`src/design/lzos_pkg.sv`:
```
// shared types and constants for the lidar zone obstacle steering block
// register indexes, reset values, stage and result structs
// no dependencies
`default_nettype none

package lzos_pkg;

   // coordinate widths
   localparam int MM_W    = 16;   // raw lidar coordinate
   localparam int CM_W    = 14;   // scaled coordinate, magnitude up to 3276
   localparam int ROW_W   = 13;   // crop row position
   localparam int CMP_W   = 16;   // signed width for zone compares
   localparam int SPEED_W = 8;
   localparam int GAIN_W  = 4;
   localparam int REG_W   = 8;
   localparam int IDX_W   = 3;

   localparam int REQ_DATA_W = 64;
   localparam int RSP_DATA_W = 24;

   // 52429 / 2^19 is close enough to 1/10 to give an exact quotient for 16-bit magnitudes
   localparam logic [MM_W-1:0] RECIP_TEN = 16'd52429;
   localparam int RECIP_SHIFT = 19;

   localparam logic [SPEED_W-1:0] SPEED_SLOW   = 8'd4;
   localparam logic [SPEED_W-1:0] SPEED_CRUISE = 8'd8;
   localparam logic [SPEED_W-1:0] SPEED_STOP   = 8'd0;

   typedef enum logic [IDX_W-1:0] {
      REG_HALF_WIDTH   = 3'd0,
      REG_BUMPER_WIDTH = 3'd1,
      REG_ZONE_HEIGHT  = 3'd2,
      REG_SAFETY_GAP   = 3'd3,
      REG_BUMPER_LIMIT = 3'd4,
      REG_SAFETY_LIMIT = 3'd5,
      REG_SPEED_GAIN   = 3'd6
   } reg_index_type;

   localparam logic [REG_W-1:0]  RST_HALF_WIDTH   = 8'd20;
   localparam logic [REG_W-1:0]  RST_BUMPER_WIDTH = 8'd20;
   localparam logic [REG_W-1:0]  RST_ZONE_HEIGHT  = 8'd40;
   localparam logic [REG_W-1:0]  RST_SAFETY_GAP   = 8'd5;
   localparam logic [REG_W-1:0]  RST_BUMPER_LIMIT = 8'd1;
   localparam logic [REG_W-1:0]  RST_SAFETY_LIMIT = 8'd1;
   localparam logic [GAIN_W-1:0] RST_SPEED_GAIN   = 4'd2;

   typedef enum logic {
      KIND_POINT = 1'b0,
      KIND_ROW   = 1'b1
   } req_kind_type;

   typedef struct packed {
      logic [REG_W-1:0]  robot_half_width;
      logic [REG_W-1:0]  bumper_width;
      logic [REG_W-1:0]  zone_height;
      logic [REG_W-1:0]  safety_gap;
      logic [REG_W-1:0]  bumper_hit_limit;
      logic [REG_W-1:0]  safety_hit_limit;
      logic [GAIN_W-1:0] speed_gain;
   } cfg_type;

   // request as captured at the input register
   typedef struct packed {
      req_kind_type             kind;
      logic                     last_point;
      logic signed [MM_W-1:0]   sample_x;
      logic signed [MM_W-1:0]   sample_y;
      logic signed [ROW_W-1:0]  row_a_pos;
      logic signed [ROW_W-1:0]  row_b_pos;
   } raw_req_type;

   // request after scaling to centimeters
   typedef struct packed {
      req_kind_type             kind;
      logic                     last_point;
      logic signed [CM_W-1:0]   x_cm;
      logic signed [CM_W-1:0]   y_cm;
      logic signed [ROW_W-1:0]  row_a_pos;
      logic signed [ROW_W-1:0]  row_b_pos;
   } scaled_req_type;

   typedef struct packed {
      logic [SPEED_W-1:0] speed_left;
      logic [SPEED_W-1:0] speed_right;
      logic               left_bump;
      logic               right_bump;
      logic               safety_stop;
      logic               left_hard;
      logic               right_hard;
   } rsp_type;

endpackage

`default_nettype wire

```
`src/design/lidar_zone_obstacle_steering.sv`:
```
// lidar zone obstacle steering, top level: config registers, input register, response register
// path: a request lands in the input register and its response is then registered in the
// response register; scaling and zone logic settle between the two registers
// throughput: one request per cycle; both registers advance together, held only by a full
// response register that is not being taken; a point that is not last gives no response
// reset: synchronous active high, clears counters, flags and valids, loads register defaults
`default_nettype none

module lidar_zone_obstacle_steering
   import lzos_pkg::*;
#(
   parameter int HIT_COUNT_BITS = 8
)(
   input  wire logic                  clock,
   input  wire logic                  reset,
   // request stream
   input  wire logic                  req_tvalid,
   output logic                       req_tready,
   // [15:0] sample_x, [31:16] sample_y, [44:32] row_a_pos, [57:45] row_b_pos, rest zero
   input  wire logic [REQ_DATA_W-1:0] req_tdata,
   // [0] req_type
   input  wire logic                  req_tuser,
   // last_point
   input  wire logic                  req_tlast,
   // response stream
   output logic                       rsp_tvalid,
   input  wire logic                  rsp_tready,
   // [7:0] speed_left, [15:8] speed_right, [16] left_bump, [17] right_bump,
   // [18] safety_stop, [19] left_hard, [20] right_hard, [23:21] zero
   output logic [RSP_DATA_W-1:0]      rsp_tdata,
   // configuration writes
   input  wire logic                  csr_we,
   input  wire logic [IDX_W-1:0]      csr_index,
   input  wire logic [REG_W-1:0]      csr_wdata
);

   cfg_type                cfg_ff;
   raw_req_type            raw_ff, raw_in;
   logic                   raw_valid_ff;
   scaled_req_type         scl_req;
   logic signed [CM_W-1:0] x_cm, y_cm;
   rsp_type                rsp_ff, rsp_in;
   logic                   rsp_valid_ff;
   logic                   advance;
   logic                   has_result;

   // both registers move when the response register is free or being drained
   assign advance    = !rsp_valid_ff || rsp_tready;
   assign req_tready = advance;

   // configuration registers, index past the list is dropped
   always_ff @(posedge clock) begin
      if (reset) begin
         cfg_ff.robot_half_width <= RST_HALF_WIDTH;
         cfg_ff.bumper_width     <= RST_BUMPER_WIDTH;
         cfg_ff.zone_height      <= RST_ZONE_HEIGHT;
         cfg_ff.safety_gap       <= RST_SAFETY_GAP;
         cfg_ff.bumper_hit_limit <= RST_BUMPER_LIMIT;
         cfg_ff.safety_hit_limit <= RST_SAFETY_LIMIT;
         cfg_ff.speed_gain       <= RST_SPEED_GAIN;
      end else if (csr_we) begin
         case (csr_index)
            REG_HALF_WIDTH:   cfg_ff.robot_half_width <= csr_wdata;
            REG_BUMPER_WIDTH: cfg_ff.bumper_width     <= csr_wdata;
            REG_ZONE_HEIGHT:  cfg_ff.zone_height      <= csr_wdata;
            REG_SAFETY_GAP:   cfg_ff.safety_gap       <= csr_wdata;
            REG_BUMPER_LIMIT: cfg_ff.bumper_hit_limit <= csr_wdata;
            REG_SAFETY_LIMIT: cfg_ff.safety_hit_limit <= csr_wdata;
            REG_SPEED_GAIN:   cfg_ff.speed_gain       <= csr_wdata[GAIN_W-1:0];
            default: begin
            end
         endcase
      end
   end

   // unpack the request into the input register
   always_comb begin
      raw_in.kind       = req_kind_type'(req_tuser);
      raw_in.last_point = req_tlast;
      raw_in.sample_x   = signed'(req_tdata[15:0]);
      raw_in.sample_y   = signed'(req_tdata[31:16]);
      raw_in.row_a_pos  = signed'(req_tdata[44:32]);
      raw_in.row_b_pos  = signed'(req_tdata[57:45]);
   end

   // millimeters to centimeters, y axis flipped
   lzos_scale u_scale_x (
      .mm     (raw_ff.sample_x),
      .negate (1'b0),
      .cm     (x_cm)
   );

   lzos_scale u_scale_y (
      .mm     (raw_ff.sample_y),
      .negate (1'b1),
      .cm     (y_cm)
   );

   always_comb begin
      scl_req.kind       = raw_ff.kind;
      scl_req.last_point = raw_ff.last_point;
      scl_req.x_cm       = x_cm;
      scl_req.y_cm       = y_cm;
      scl_req.row_a_pos  = raw_ff.row_a_pos;
      scl_req.row_b_pos  = raw_ff.row_b_pos;
   end

   // zone counting, flags and wheel speeds, in the same cycle as the scaling
   lzos_zone #(
      .HIT_COUNT_BITS (HIT_COUNT_BITS)
   ) u_zone (
      .clock      (clock),
      .reset      (reset),
      .update     (advance && raw_valid_ff),
      .cfg        (cfg_ff),
      .item       (scl_req),
      .has_result (has_result),
      .result     (rsp_in)
   );

   // valid bits
   always_ff @(posedge clock) begin
      if (reset) begin
         raw_valid_ff <= 1'b0;
         rsp_valid_ff <= 1'b0;
      end else if (advance) begin
         raw_valid_ff <= req_tvalid;
         rsp_valid_ff <= raw_valid_ff && has_result;
      end
   end

   // payload registers, no reset
   always_ff @(posedge clock) begin
      if (advance) begin
         raw_ff <= raw_in;
         if (raw_valid_ff && has_result) begin
            rsp_ff <= rsp_in;
         end
      end
   end

   assign rsp_tvalid = rsp_valid_ff;
   assign rsp_tdata  = {3'b000,
                        rsp_ff.right_hard,
                        rsp_ff.left_hard,
                        rsp_ff.safety_stop,
                        rsp_ff.right_bump,
                        rsp_ff.left_bump,
                        rsp_ff.speed_right,
                        rsp_ff.speed_left};

endmodule

`default_nettype wire

```
`src/design/lzos_scale.sv`:
```
// divide-by-ten of one signed millimeter coordinate, truncated toward zero
// optional negation of the quotient; uses lzos_pkg
`default_nettype none

module lzos_scale
   import lzos_pkg::*;
(
   input  wire logic signed [MM_W-1:0] mm,
   input  wire logic                   negate,
   output logic signed [CM_W-1:0]      cm
);

   logic [MM_W-1:0]      mag;
   logic [2*MM_W-1:0]    prod;
   logic [CM_W-2:0]      quo;
   logic                 flip;

   // magnitude of -32768 is 32768, still fits unsigned
   assign mag  = mm[MM_W-1] ? MM_W'(-mm) : MM_W'(mm);
   assign prod = (2*MM_W)'(mag) * (2*MM_W)'(RECIP_TEN);
   assign quo  = prod[RECIP_SHIFT +: CM_W-1];
   assign flip = mm[MM_W-1] ^ negate;
   assign cm   = flip ? -signed'({1'b0, quo}) : signed'({1'b0, quo});

endmodule

`default_nettype wire

```
`src/design/lzos_zone.sv`:
```
// zone hit counters, zone and hard flags, wheel speed priority
// holds the scan state; uses lzos_pkg
`default_nettype none

module lzos_zone
   import lzos_pkg::*;
#(
   parameter int HIT_COUNT_BITS = 8
)(
   input  wire logic           clock,
   input  wire logic           reset,
   input  wire logic           update,
   input  wire cfg_type        cfg,
   input  wire scaled_req_type item,
   output logic                has_result,
   output rsp_type             result
);

   localparam int LIM_W = (HIT_COUNT_BITS > REG_W) ? HIT_COUNT_BITS : REG_W;

   logic [HIT_COUNT_BITS-1:0] left_hits_ff, right_hits_ff, safety_hits_ff;
   logic [HIT_COUNT_BITS-1:0] left_hits_in, right_hits_in, safety_hits_in;
   logic [HIT_COUNT_BITS-1:0] left_inc, right_inc, safety_inc;
   logic left_flag_ff, right_flag_ff, safety_flag_ff, left_hard_ff, right_hard_ff;
   logic left_flag_in, right_flag_in, safety_flag_in, left_hard_in, right_hard_in;

   logic signed [CMP_W-1:0] hw, bw, zh, gap;
   logic signed [CMP_W-1:0] px, py, ra, rb;
   logic signed [CMP_W-1:0] left_lo, left_hi, right_hi, safe_y_lo, safe_y_hi;
   logic in_bumper_y, hit_left, hit_right, hit_safety;
   logic row_left, row_right;
   logic [SPEED_W-1:0] gain8, gain12;

   assign hw  = signed'(CMP_W'(cfg.robot_half_width));
   assign bw  = signed'(CMP_W'(cfg.bumper_width));
   assign zh  = signed'(CMP_W'(cfg.zone_height));
   assign gap = signed'(CMP_W'(cfg.safety_gap));

   assign px = CMP_W'(item.x_cm);
   assign py = CMP_W'(item.y_cm);
   assign ra = CMP_W'(item.row_a_pos);
   assign rb = CMP_W'(item.row_b_pos);

   // zone edges, all inclusive
   assign left_lo   = -bw - hw;
   assign left_hi   = -hw;
   assign right_hi  = hw + bw;
   assign safe_y_lo = -zh - gap;
   assign safe_y_hi = -gap;

   assign in_bumper_y = (py >= -zh) && (py <= 0);
   assign hit_left    = in_bumper_y && (px >= left_lo) && (px <= left_hi);
   assign hit_right   = in_bumper_y && (px >= hw) && (px <= right_hi);
   assign hit_safety  = (px >= -hw) && (px <= hw) && (py >= safe_y_lo) && (py <= safe_y_hi);

   // row sits at the bumper front edge, always within bumper height
   assign row_left  = ((ra >= left_lo) && (ra <= left_hi)) ||
                      ((rb >= left_lo) && (rb <= left_hi));
   assign row_right = ((ra >= hw) && (ra <= right_hi)) ||
                      ((rb >= hw) && (rb <= right_hi));

   // saturating increments
   assign left_inc   = (hit_left && (left_hits_ff != '1)) ?
                       left_hits_ff + HIT_COUNT_BITS'(1) : left_hits_ff;
   assign right_inc  = (hit_right && (right_hits_ff != '1)) ?
                       right_hits_ff + HIT_COUNT_BITS'(1) : right_hits_ff;
   assign safety_inc = (hit_safety && (safety_hits_ff != '1)) ?
                       safety_hits_ff + HIT_COUNT_BITS'(1) : safety_hits_ff;

   always_comb begin
      left_hits_in   = left_hits_ff;
      right_hits_in  = right_hits_ff;
      safety_hits_in = safety_hits_ff;
      left_flag_in   = left_flag_ff;
      right_flag_in  = right_flag_ff;
      safety_flag_in = safety_flag_ff;
      left_hard_in   = left_hard_ff;
      right_hard_in  = right_hard_ff;
      has_result     = 1'b0;
      case (item.kind)
         KIND_POINT: begin
            if (item.last_point) begin
               left_flag_in   = LIM_W'(left_inc) >= LIM_W'(cfg.bumper_hit_limit);
               right_flag_in  = LIM_W'(right_inc) >= LIM_W'(cfg.bumper_hit_limit);
               safety_flag_in = LIM_W'(safety_inc) >= LIM_W'(cfg.safety_hit_limit);
               left_hits_in   = '0;
               right_hits_in  = '0;
               safety_hits_in = '0;
               has_result     = 1'b1;
            end else begin
               left_hits_in   = left_inc;
               right_hits_in  = right_inc;
               safety_hits_in = safety_inc;
            end
         end
         KIND_ROW: begin
            left_flag_in  = left_flag_ff | row_left;
            right_flag_in = right_flag_ff | row_right;
            right_hard_in = (ra < hw) && (ra > -hw);
            left_hard_in  = (rb < hw) && (rb > -hw);
            has_result    = 1'b1;
         end
         default: begin
         end
      endcase
   end

   assign gain8  = SPEED_W'({cfg.speed_gain, 3'b000});
   assign gain12 = SPEED_W'({cfg.speed_gain, 3'b000}) + SPEED_W'({cfg.speed_gain, 2'b00});

   always_comb begin
      result.left_bump   = left_flag_in;
      result.right_bump  = right_flag_in;
      result.safety_stop = safety_flag_in;
      result.left_hard   = left_hard_in;
      result.right_hard  = right_hard_in;
      if (safety_flag_in) begin
         result.speed_left  = SPEED_STOP;
         result.speed_right = SPEED_STOP;
      end else if (right_hard_in) begin
         result.speed_left  = SPEED_SLOW;
         result.speed_right = gain12;
      end else if (left_hard_in) begin
         result.speed_left  = gain12;
         result.speed_right = SPEED_SLOW;
      end else if (right_flag_in) begin
         result.speed_left  = SPEED_SLOW;
         result.speed_right = gain8;
      end else if (left_flag_in) begin
         result.speed_left  = gain8;
         result.speed_right = SPEED_SLOW;
      end else begin
         result.speed_left  = SPEED_CRUISE;
         result.speed_right = SPEED_CRUISE;
      end
   end

   always_ff @(posedge clock) begin
      if (reset) begin
         left_hits_ff   <= '0;
         right_hits_ff  <= '0;
         safety_hits_ff <= '0;
         left_flag_ff   <= 1'b0;
         right_flag_ff  <= 1'b0;
         safety_flag_ff <= 1'b0;
         left_hard_ff   <= 1'b0;
         right_hard_ff  <= 1'b0;
      end else if (update) begin
         left_hits_ff   <= left_hits_in;
         right_hits_ff  <= right_hits_in;
         safety_hits_ff <= safety_hits_in;
         left_flag_ff   <= left_flag_in;
         right_flag_ff  <= right_flag_in;
         safety_flag_ff <= safety_flag_in;
         left_hard_ff   <= left_hard_in;
         right_hard_ff  <= right_hard_in;
      end
   end

endmodule

`default_nettype wire
```
`config.mk`:
```
export PLATFORM = sky130hd
export DESIGN_NAME = lidar_zone_obstacle_steering
export DESIGN_NICKNAME = d
export VERILOG_FILES = /design/src/design/lzos_pkg.sv /design/src/design/lidar_zone_obstacle_steering.sv /design/src/design/lzos_scale.sv /design/src/design/lzos_zone.sv
export SDC_FILE = /design/constraint.sdc
export NUM_CORES = 1
export LEC_CHECK = 0
export BUFFER_PORTS_ARGS = -buffer_cell sky130_fd_sc_hd__buf_2
export CAP_MARGIN = 30
export CORE_ASPECT_RATIO = 0.6
export CORE_MARGIN = 1.5
export CORE_UTILIZATION = 35
export DETAILED_ROUTE_END_ITERATION = 6
export SYNTH_ARGS = -nofsm -noshare
export SYNTH_HDL_FRONTEND = slang
export SYNTH_SLANG_ARGS = --single-unit
```
`constraint.sdc`:
```
create_clock -name clock -period 13.25 [get_ports clock]
set_input_delay 0 -clock clock [delete_from_list [all_inputs] [get_ports clock]]
set_output_delay 0 -clock clock [all_outputs]
set_load 0.02 [all_outputs]
```
==> summary.txt, run 1 <==
Outcome
  • Status: finished, violations left
  • Failing checks: design-rule violations

Route
  • Routed vias/inst: slightly above 5
  • Vias post-DR: around 20,000
  • Routed WL: around 68 mm
  • DRC viols: 3
  • DRT iter0 DRCs: between 1,500 and 2,000
  • First-pass iteration count of the detailed router: 7
  • Antenna Nets Post-Route: 0
  • Wirelength per Cell: around 18 um

Worst setup path
  • CP delay by family, top: adder cells
  • CP startpoint kind: flop
  • FF-to-FF path depth: 52
  • Max stage delay cell, worst path: or4b_2
  • CP Class: flop to flop
  • Worst Setup End Kind: flop
  • Biggest cell delay along the critical path: about 0.75 ns
  • Arrival time worst endpoint: 12.97 ns
  • Worst R2R End: rsp_tdata[4]
  • Critical path required time: ~14 ns
  • WP buf/inv: 8
  • Reg-to-Reg Start: raw_ff[30]
  • Crit path max fanout: 6
  • Internal reg-to-reg setup slack: between 0.6 and 0.7 ns

Final layout
  • Fillers: around 6,800
  • Final non-filler cell area: 0.02766 mm^2
  • Finished Layout Cells: about 3,800
  • Layout area overhead: 14.06%
  • Final Core Density: between 40 and 50%
  • Layout Nets: around 3,700
  • Layout cell share with drive strength beyond 1: under 10%
  • Diodes inserted: 0

Logic synthesis
  • Sequential share of the synthesized area: about 16%
  • Post-synthesis average cell area: between 8 and 9 um^2
  • Async SR Flop Fraction: 0%
  • Synth Flop Type: dfxtp_1
  • Mapped cell area: ~0.024 mm^2
  • Yosys warnings: 0
  • Yosys cell types: ~110
  • Synth Register Bits: 160
  • Synthesized netlist cell count: around 2,700
  • Post-synth EDFFs: 77

STA
  • Final Hold Fails: 0
  • Final period utilization: around 95%
  • Rel. slew slack: 33.43%
  • Pins Over Slew Limit: 0
  • Fmax: ~80 MHz
  • Clk_skew: ~0.017 ns
  • Final setup fails: 0
  • Tmin final: between 10 and 15 ns
  • Setup tns final: 0 ns
  • Slew at the pin with the worst max-slew slack: between 0.9 and 1 ns

Placement
  • Dpl hpwl: roughly 56 mm
  • Routability cong.: approximately 0.96
  • Area after DPL: approximately 0.026 mm^2
  • PortBufs: 94
  • Post-Place Cells: around 3,700

CTS
  • Number of buffers created by CTS: 17
  • CTS Sinks: 160
  • Root Buffer: clkbuf_16
  • Skew-Pair Late Insertion Delay: just under 0.5 ns
  • CTS tree: yes
  • Worst-path clk slew: 0.07 ns
  • Max H-tree Level: 4
  • Clock buffer depth: 2

Global routing
  • Largest net degree at the start of global routing: 67
  • Vias in the first global route: around 19,000
  • GRT Resource Usage Total: about a fifth
  • Initial antenna violation count: 2
  • First-pass GRT wire length: 107.4 mm
  • Total global routing overflow: 0

Die
  • I/O pins: 108
  • # rows: 74
  • Die W: about 340 um
  • Die H: a little over 200 um
  • Starting Density: 35.49%
  • Core area: between 0.06 and 0.07 mm^2
  • Die ar.: 0.07094 mm^2

Hold path
  • WHS Endpoint: cfg_ff[11]
  • Hold path cells: 5
  • HP Start: csr_we
  • Hold Crit Class: input port to flop

Flow run
  • Max Cap Viol: 0
worst register-to-register path: cells and delay by family, from the launching register on:
kind            cells  cell delay (ns)
simple gates       11             3.22
compound gates     20             3.57
flops               1             0.47
xor+xnor            3             0.62
fa+ha+maj          10             3.86
buf+inv             8             0.75
per-stage QoR:
step                setup WS [ns]  hold slack (ns)
global route             -0.02210          0.09123
floorplan                   1.400          0.09887
finish                     0.6297          0.04515
detailed placement         0.1102           0.1781
CTS                       0.04571         0.007858
global placement           0.3022           0.1776
routing by layer:
metal | up-vias | GRT usage (%) | wire length [um]
li1 | 9812 | - | -
met1 | 9139 | 30.79 | 35710
met2 | 605 | 25.70 | 24730
met3 | 42 | 5.788 | 6374
met4 | 2 | 3.619 | 749
met5 | - | 0.4704 | 46
timing repair:
action | in CTS | in global routing
gates resized for setup | 0 | 54
setup endpoints to repair | 0 | 18
setup buffers | 0 | 17
hold endpoints to repair | 112 | 0
hold buffers | 73 | 0
cells in the mapped netlist, types with 15 or more instances:
cell      number  share of area, %
a21oi_1      153               3.2
o31ai_1       17              0.53
o21bai_1      15              0.46
nand2b_1      26              0.67
clkbuf_1      30              0.46
nand3_1       44              0.91
and3_1        21              0.54
a31oi_1       21              0.54
nand2_1      215               3.3
o21ai_0       82               1.7
ha_1         516                27
inv_1        460               7.1
nand4_1       43               1.1
nor2_1       102               1.6
dfxtp_1       83               6.9
xnor2_1      101               3.6
o21a_1        65               2.0
nor2b_1       46               1.2
fa_1         163                13
and2_1        17              0.44
a21o_1        66               2.0
edfxtp_1      77               9.5
xor2_1        39               1.4
nor3_1        38              0.78
layout by cell type (no fill, tap or decap), drive strengths merged, types with 11 or more instances in the layout:
master / Yosys / routed
o21a: 65 / 65
a211oi: 14 / 14
nand4: 43 / 43
or3: 12 / 12
clkbuf: 31 / 21
nand3b: 11 / 11
inv: 462 / 470
edfxtp: 77 / 77
a21o: 66 / 66
and3: 22 / 22
o211ai: 13 / 13
a31oi: 24 / 24
nor2b: 46 / 46
dfxtp: 83 / 83
ha: 516 / 516
xnor2: 104 / 104
dlygate4sd3: 0 / 73
nor2: 103 / 103
o21ai: 92 / 92
o31ai: 18 / 18
nor3b: 12 / 12
nor3: 41 / 41
nor4: 11 / 11
and4: 12 / 12
a211o: 11 / 11
nand3: 44 / 44
nand2b: 27 / 27
and2: 17 / 17
fa: 163 / 163
nand2: 215 / 215
a21oi: 155 / 155
o21bai: 15 / 15
xor2: 40 / 40
buf: 20 / 148
flip-flops by register name, indices dropped and copies added, names as in the netlist:
register and count:
raw_ff 60, cfg_ff 52, rsp_tdata 17, u_zone.left_hits_ff 8, u_zone.right_hits_ff 8, u_zone.safety_hits_ff 8, raw_valid_ff 1, rsp_tvalid 1
u_zone.left_flag_ff 1, u_zone.left_hard_ff 1, u_zone.right_flag_ff 1, u_zone.right_hard_ff 1, u_zone.safety_flag_ff 1
cell type report:
type	count	area (um^2)	share of cell area (%)
Clock inverter	11	93.84	0.3392
Multi-Input combinational cell	2052	18640	67.37
Inverter	463	1738	6.283
Sequential cell	160	3974	14.37
Timing Repair Buffer	221	1619	5.853
Clock buffer	21	460.4	1.664
Tap cell	912	1141	4.125
how the worst max path moves through the flow:
stage / startpoint / end / slack, ns / depth (start not counted)
after floorplan: raw_ff[42] / rsp_tdata[6] / 1.40 / 52
after global placement: raw_ff[49] / rsp_tdata[6] / 0.30 / 48
after detailed placement: raw_ff[43] / rsp_tdata[4] / 0.11 / 50
after CTS: raw_ff[43] / rsp_tdata[4] / 0.05 / 50
after global routing: raw_ff[57] / rsp_tdata[3] / -0.02 / 55
final: raw_ff[30] / rsp_tdata[4] / 0.63 / 52
kinds of logic (layout without fill, tap and decap cells):
group | count (synthesis) | in the layout | share of synthesized area, %
xor gates and xnor gates | 144 | 144 | 5.370
adders and majority gates | 679 | 679 | 40.07
DFF | 160 | 160 | 16.38
and+or+nand+nor | 645 | 645 | 13.55
muxes | 13 | 13 | 0.5778
other | 1 | 7 | 0.01546
buffers and inverters | 514 | 716 | 8.177
AOI/OAI and AO/OA | 564 | 564 | 15.85
Power of run 1 is not shown: default switching activity piles up to over one toggle a cycle in this logic, so the estimate is an artifact.
==> run 2, diff against run 1 <==
clock period = 12.67 ns   (was 13.25 ns; I/O delays follow)
==> run 2 against run 1 <==
The run still ends with design-rule violations left; clock skew grew 0.0026 ns; wire length grew 2.0%; global-route usage is essentially flat; maximum frequency grew 3.4%; die area is the same; via count grew 2.0%; count of clock-buffer cells in the layout shrank 4; first-iteration DRC count grew 2.2%; largest cell class unchanged; critical path depth shrank 1; worst setup slack lost 0.16 ns; final cell count grew 2.1%; non-clock buffer count grew 80.
==> summary.txt, run 2 (same netlist as run 1, synthesis figures left out) <==
Placement
  • PortBufs: 94 (unchanged)
  • Setup WS pre-CTS: -0.08505 ns (-0.1953 ns)
  • Dpl hpwl: 56.70 mm (+1.6%)
  • Routability cong.: 0.9451 (-1.7%)

Final layout
  • Layout Nets: 3,756 (+2.2%)
  • Diodes inserted: 0 (unchanged)
  • Largest register by flop count: raw_ff
  • Layout area overhead: 18.23%
  • Final Core Density: 41.97% (+1.5 points)
  • Most frequent cells in the layout: ha_1, inv_1, nand2_1
  • Commonest non-fill, non-tap cell in the layout: ha_1
  • Layout cell share with drive strength beyond 1: 13.23% (+4.0 points)
  • Largest register FFs: 60 (unchanged)

Worst setup path
  • Internal reg-to-reg setup slack: 0.47 ns (-0.16 ns)
  • Worst Setup End Kind: flop
  • Arrival time worst endpoint: 12.43 ns (-0.54 ns)
  • CP startpoint kind: flop
  • Worst R2R End: rsp_tdata[14]
  • Max stage delay cell, worst path: or4_4
  • CP Launch Point: raw_ff[49]
  • Biggest cell delay along the critical path: 0.56 ns (-0.19 ns)
  • Critical path required time: 12.90 ns (-0.70 ns)
  • Crit path max fanout: 6 (unchanged)
  • Crit path to: rsp_tdata[14]
  • CP Class: flop to flop
  • WP buf/inv: 9 (+1)
  • CP delay by family, top: compound AO/OA/AOI/OAI gates
  • FF-to-FF path depth: 51 (-1.9%)
  • Reg-to-Reg Start: raw_ff[49]
  • Number of cells on the critical path: 51 (-1.9%)

Global routing
  • Largest net degree at the start of global routing: 67 (unchanged)
  • GRT Resource Usage Total: 19.65% (+0.048 points)
  • Vias in the first global route: 18,970 (+0.81%)
  • Total global routing overflow: 0 (unchanged)
  • First-pass GRT wire length: 108.6 mm (+1.1%)
  • Initial antenna violation count: 3 (+1)

CTS
  • CTS Sinks: 160 (unchanged)
  • Worst-path clk slew: 0.08 ns (about the same)
  • Clock buffer depth: 2 (unchanged)
  • Skew-Pair Late Insertion Delay: 0.50 ns (about the same)
  • CTS tree: yes
  • Max H-tree Level: 4 (unchanged)
  • Number of buffers created by CTS: 17 (unchanged)
  • Root Buffer: clkbuf_16

STA
  • Tmin final: 12.20 ns (-0.4203 ns)
  • Worst setup margin: 0.4700 ns (-0.1597 ns)
  • Slew at the pin with the worst max-slew slack: 0.9832 ns (-0.01236 ns)
  • Fmax: 81.97 MHz (+3.4%)
  • Final Hold Fails: 0 (unchanged)
  • Setup tns final: 0 ns (unchanged)
  • Clk_skew: 0.01950 ns (+0.002630 ns)
  • Final setup fails: 0 (unchanged)
  • Rel. slew slack: 34.25% (+0.83 points)
  • Pins Over Slew Limit: 0 (unchanged)
  • Final period utilization: 96.29% (+1.0 points)
  • Hold WS: 0.1462 ns (+0.1010 ns)
  • RSZ-0062 raised after global routing: true

Route
  • Wirelength per Cell: 17.59 um (about the same)
  • First-pass iteration count of the detailed router: 7 (unchanged)
  • Vias post-DR: 20,000 (+2.0%)
  • Routed WL: 68.96 mm (+2.0%)
  • Routed vias/inst: 5.101 (about the same)
  • Antenna Nets Post-Route: 0 (unchanged)
  • DRC viols: 3 (unchanged)
  • DRT iter0 DRCs: 1,634 (+2.2%)

Hold path
  • Hold path cells: 3 (-2)
  • Hold Crit Class: input port to flop

Die
  • Starting Density: 35.49% (unchanged)
  • # rows: 74 (unchanged)
  • I/O pins: 108 (unchanged)
  • Die ar.: 0.07094 mm^2 (unchanged)
  • Die W: 342.8 um (unchanged)
  • Core area: 0.06833 mm^2 (unchanged)
  • Die H: 206.9 um (unchanged)

Outcome
  • Status: finished, violations left
  • Failing checks: design-rule violations

Flow run
  • Max Cap Viol: 0 (unchanged)
[run 2: cell types whose count changed in the layout (fill, tap and decap cells not counted), sizes merged]
cell,before,now
clkbuf,21,17
inv,470,472
buf,148,226
dlygate4sd3,73,75
clkinv,3,6
clkinvlp,1,0
[run 2: area by class of cell]
class | instances | area, um^2
Inverter | 463 | 1738
Multi-Input combinational cell | 2052 | 18980
Fill cell | 6791 | 39660
Sequential cell | 160 | 3974
Clock inverter | 15 | 181.4
Clock buffer | 17 | 425.4
Timing Repair Buffer | 301 | 2232
Tap cell | 912 | 1141
[run 2: worst min-delay path: stages]
cell and delay [ns]:
buf_2 0.09, buf_4 0.33, nor2_1 0.17
[run 2: worst min path at each step]
| stage | to | slack (ns) | startpoint |
|---|---|---|---|
| after detailed placement | raw_ff[26] | 0.18 | req_tdata[16] |
| after floorplan | raw_ff[0] | 0.1 | req_tdata[45] |
| after global routing | raw_valid_ff | 0.18 | reset |
| final | raw_valid_ff | 0.15 | reset |
| after CTS | cfg_ff[2] | 0.12 | reset |
| after global placement | raw_ff[8] | 0.18 | req_tdata[53] |
[run 2: through the flow]
stage / std cells / area, um^2
final: 3920 / 28680
after floorplan: 2726 / 24280
after detailed placement: 3777 / 26380
after global routing: 3920 / 28680
after global placement: 3777 / 26380
after CTS: 3885 / 27740
[run 2: routing by layer]
metal | vias up | GRT usage (%) | share of wire [%]
met4 | 0 | 3.208 | 0.87
met2 | 623 | 25.41 | 37
met5 | - | 0 | 0
met3 | 33 | 4.908 | 8.9
met1 | 9359 | 31.89 | 53
li1 | 9982 | - | -
[run 2: what timing repair did]
item,CTS,global route
endpoints found under the hold margin,112,2
setup buffers,2,33
hold buffers,74,1
pin swaps,1,67
setup endpoints to repair,5,18
resized for setup,1,117
Power of run 2 is left out for the same reason.
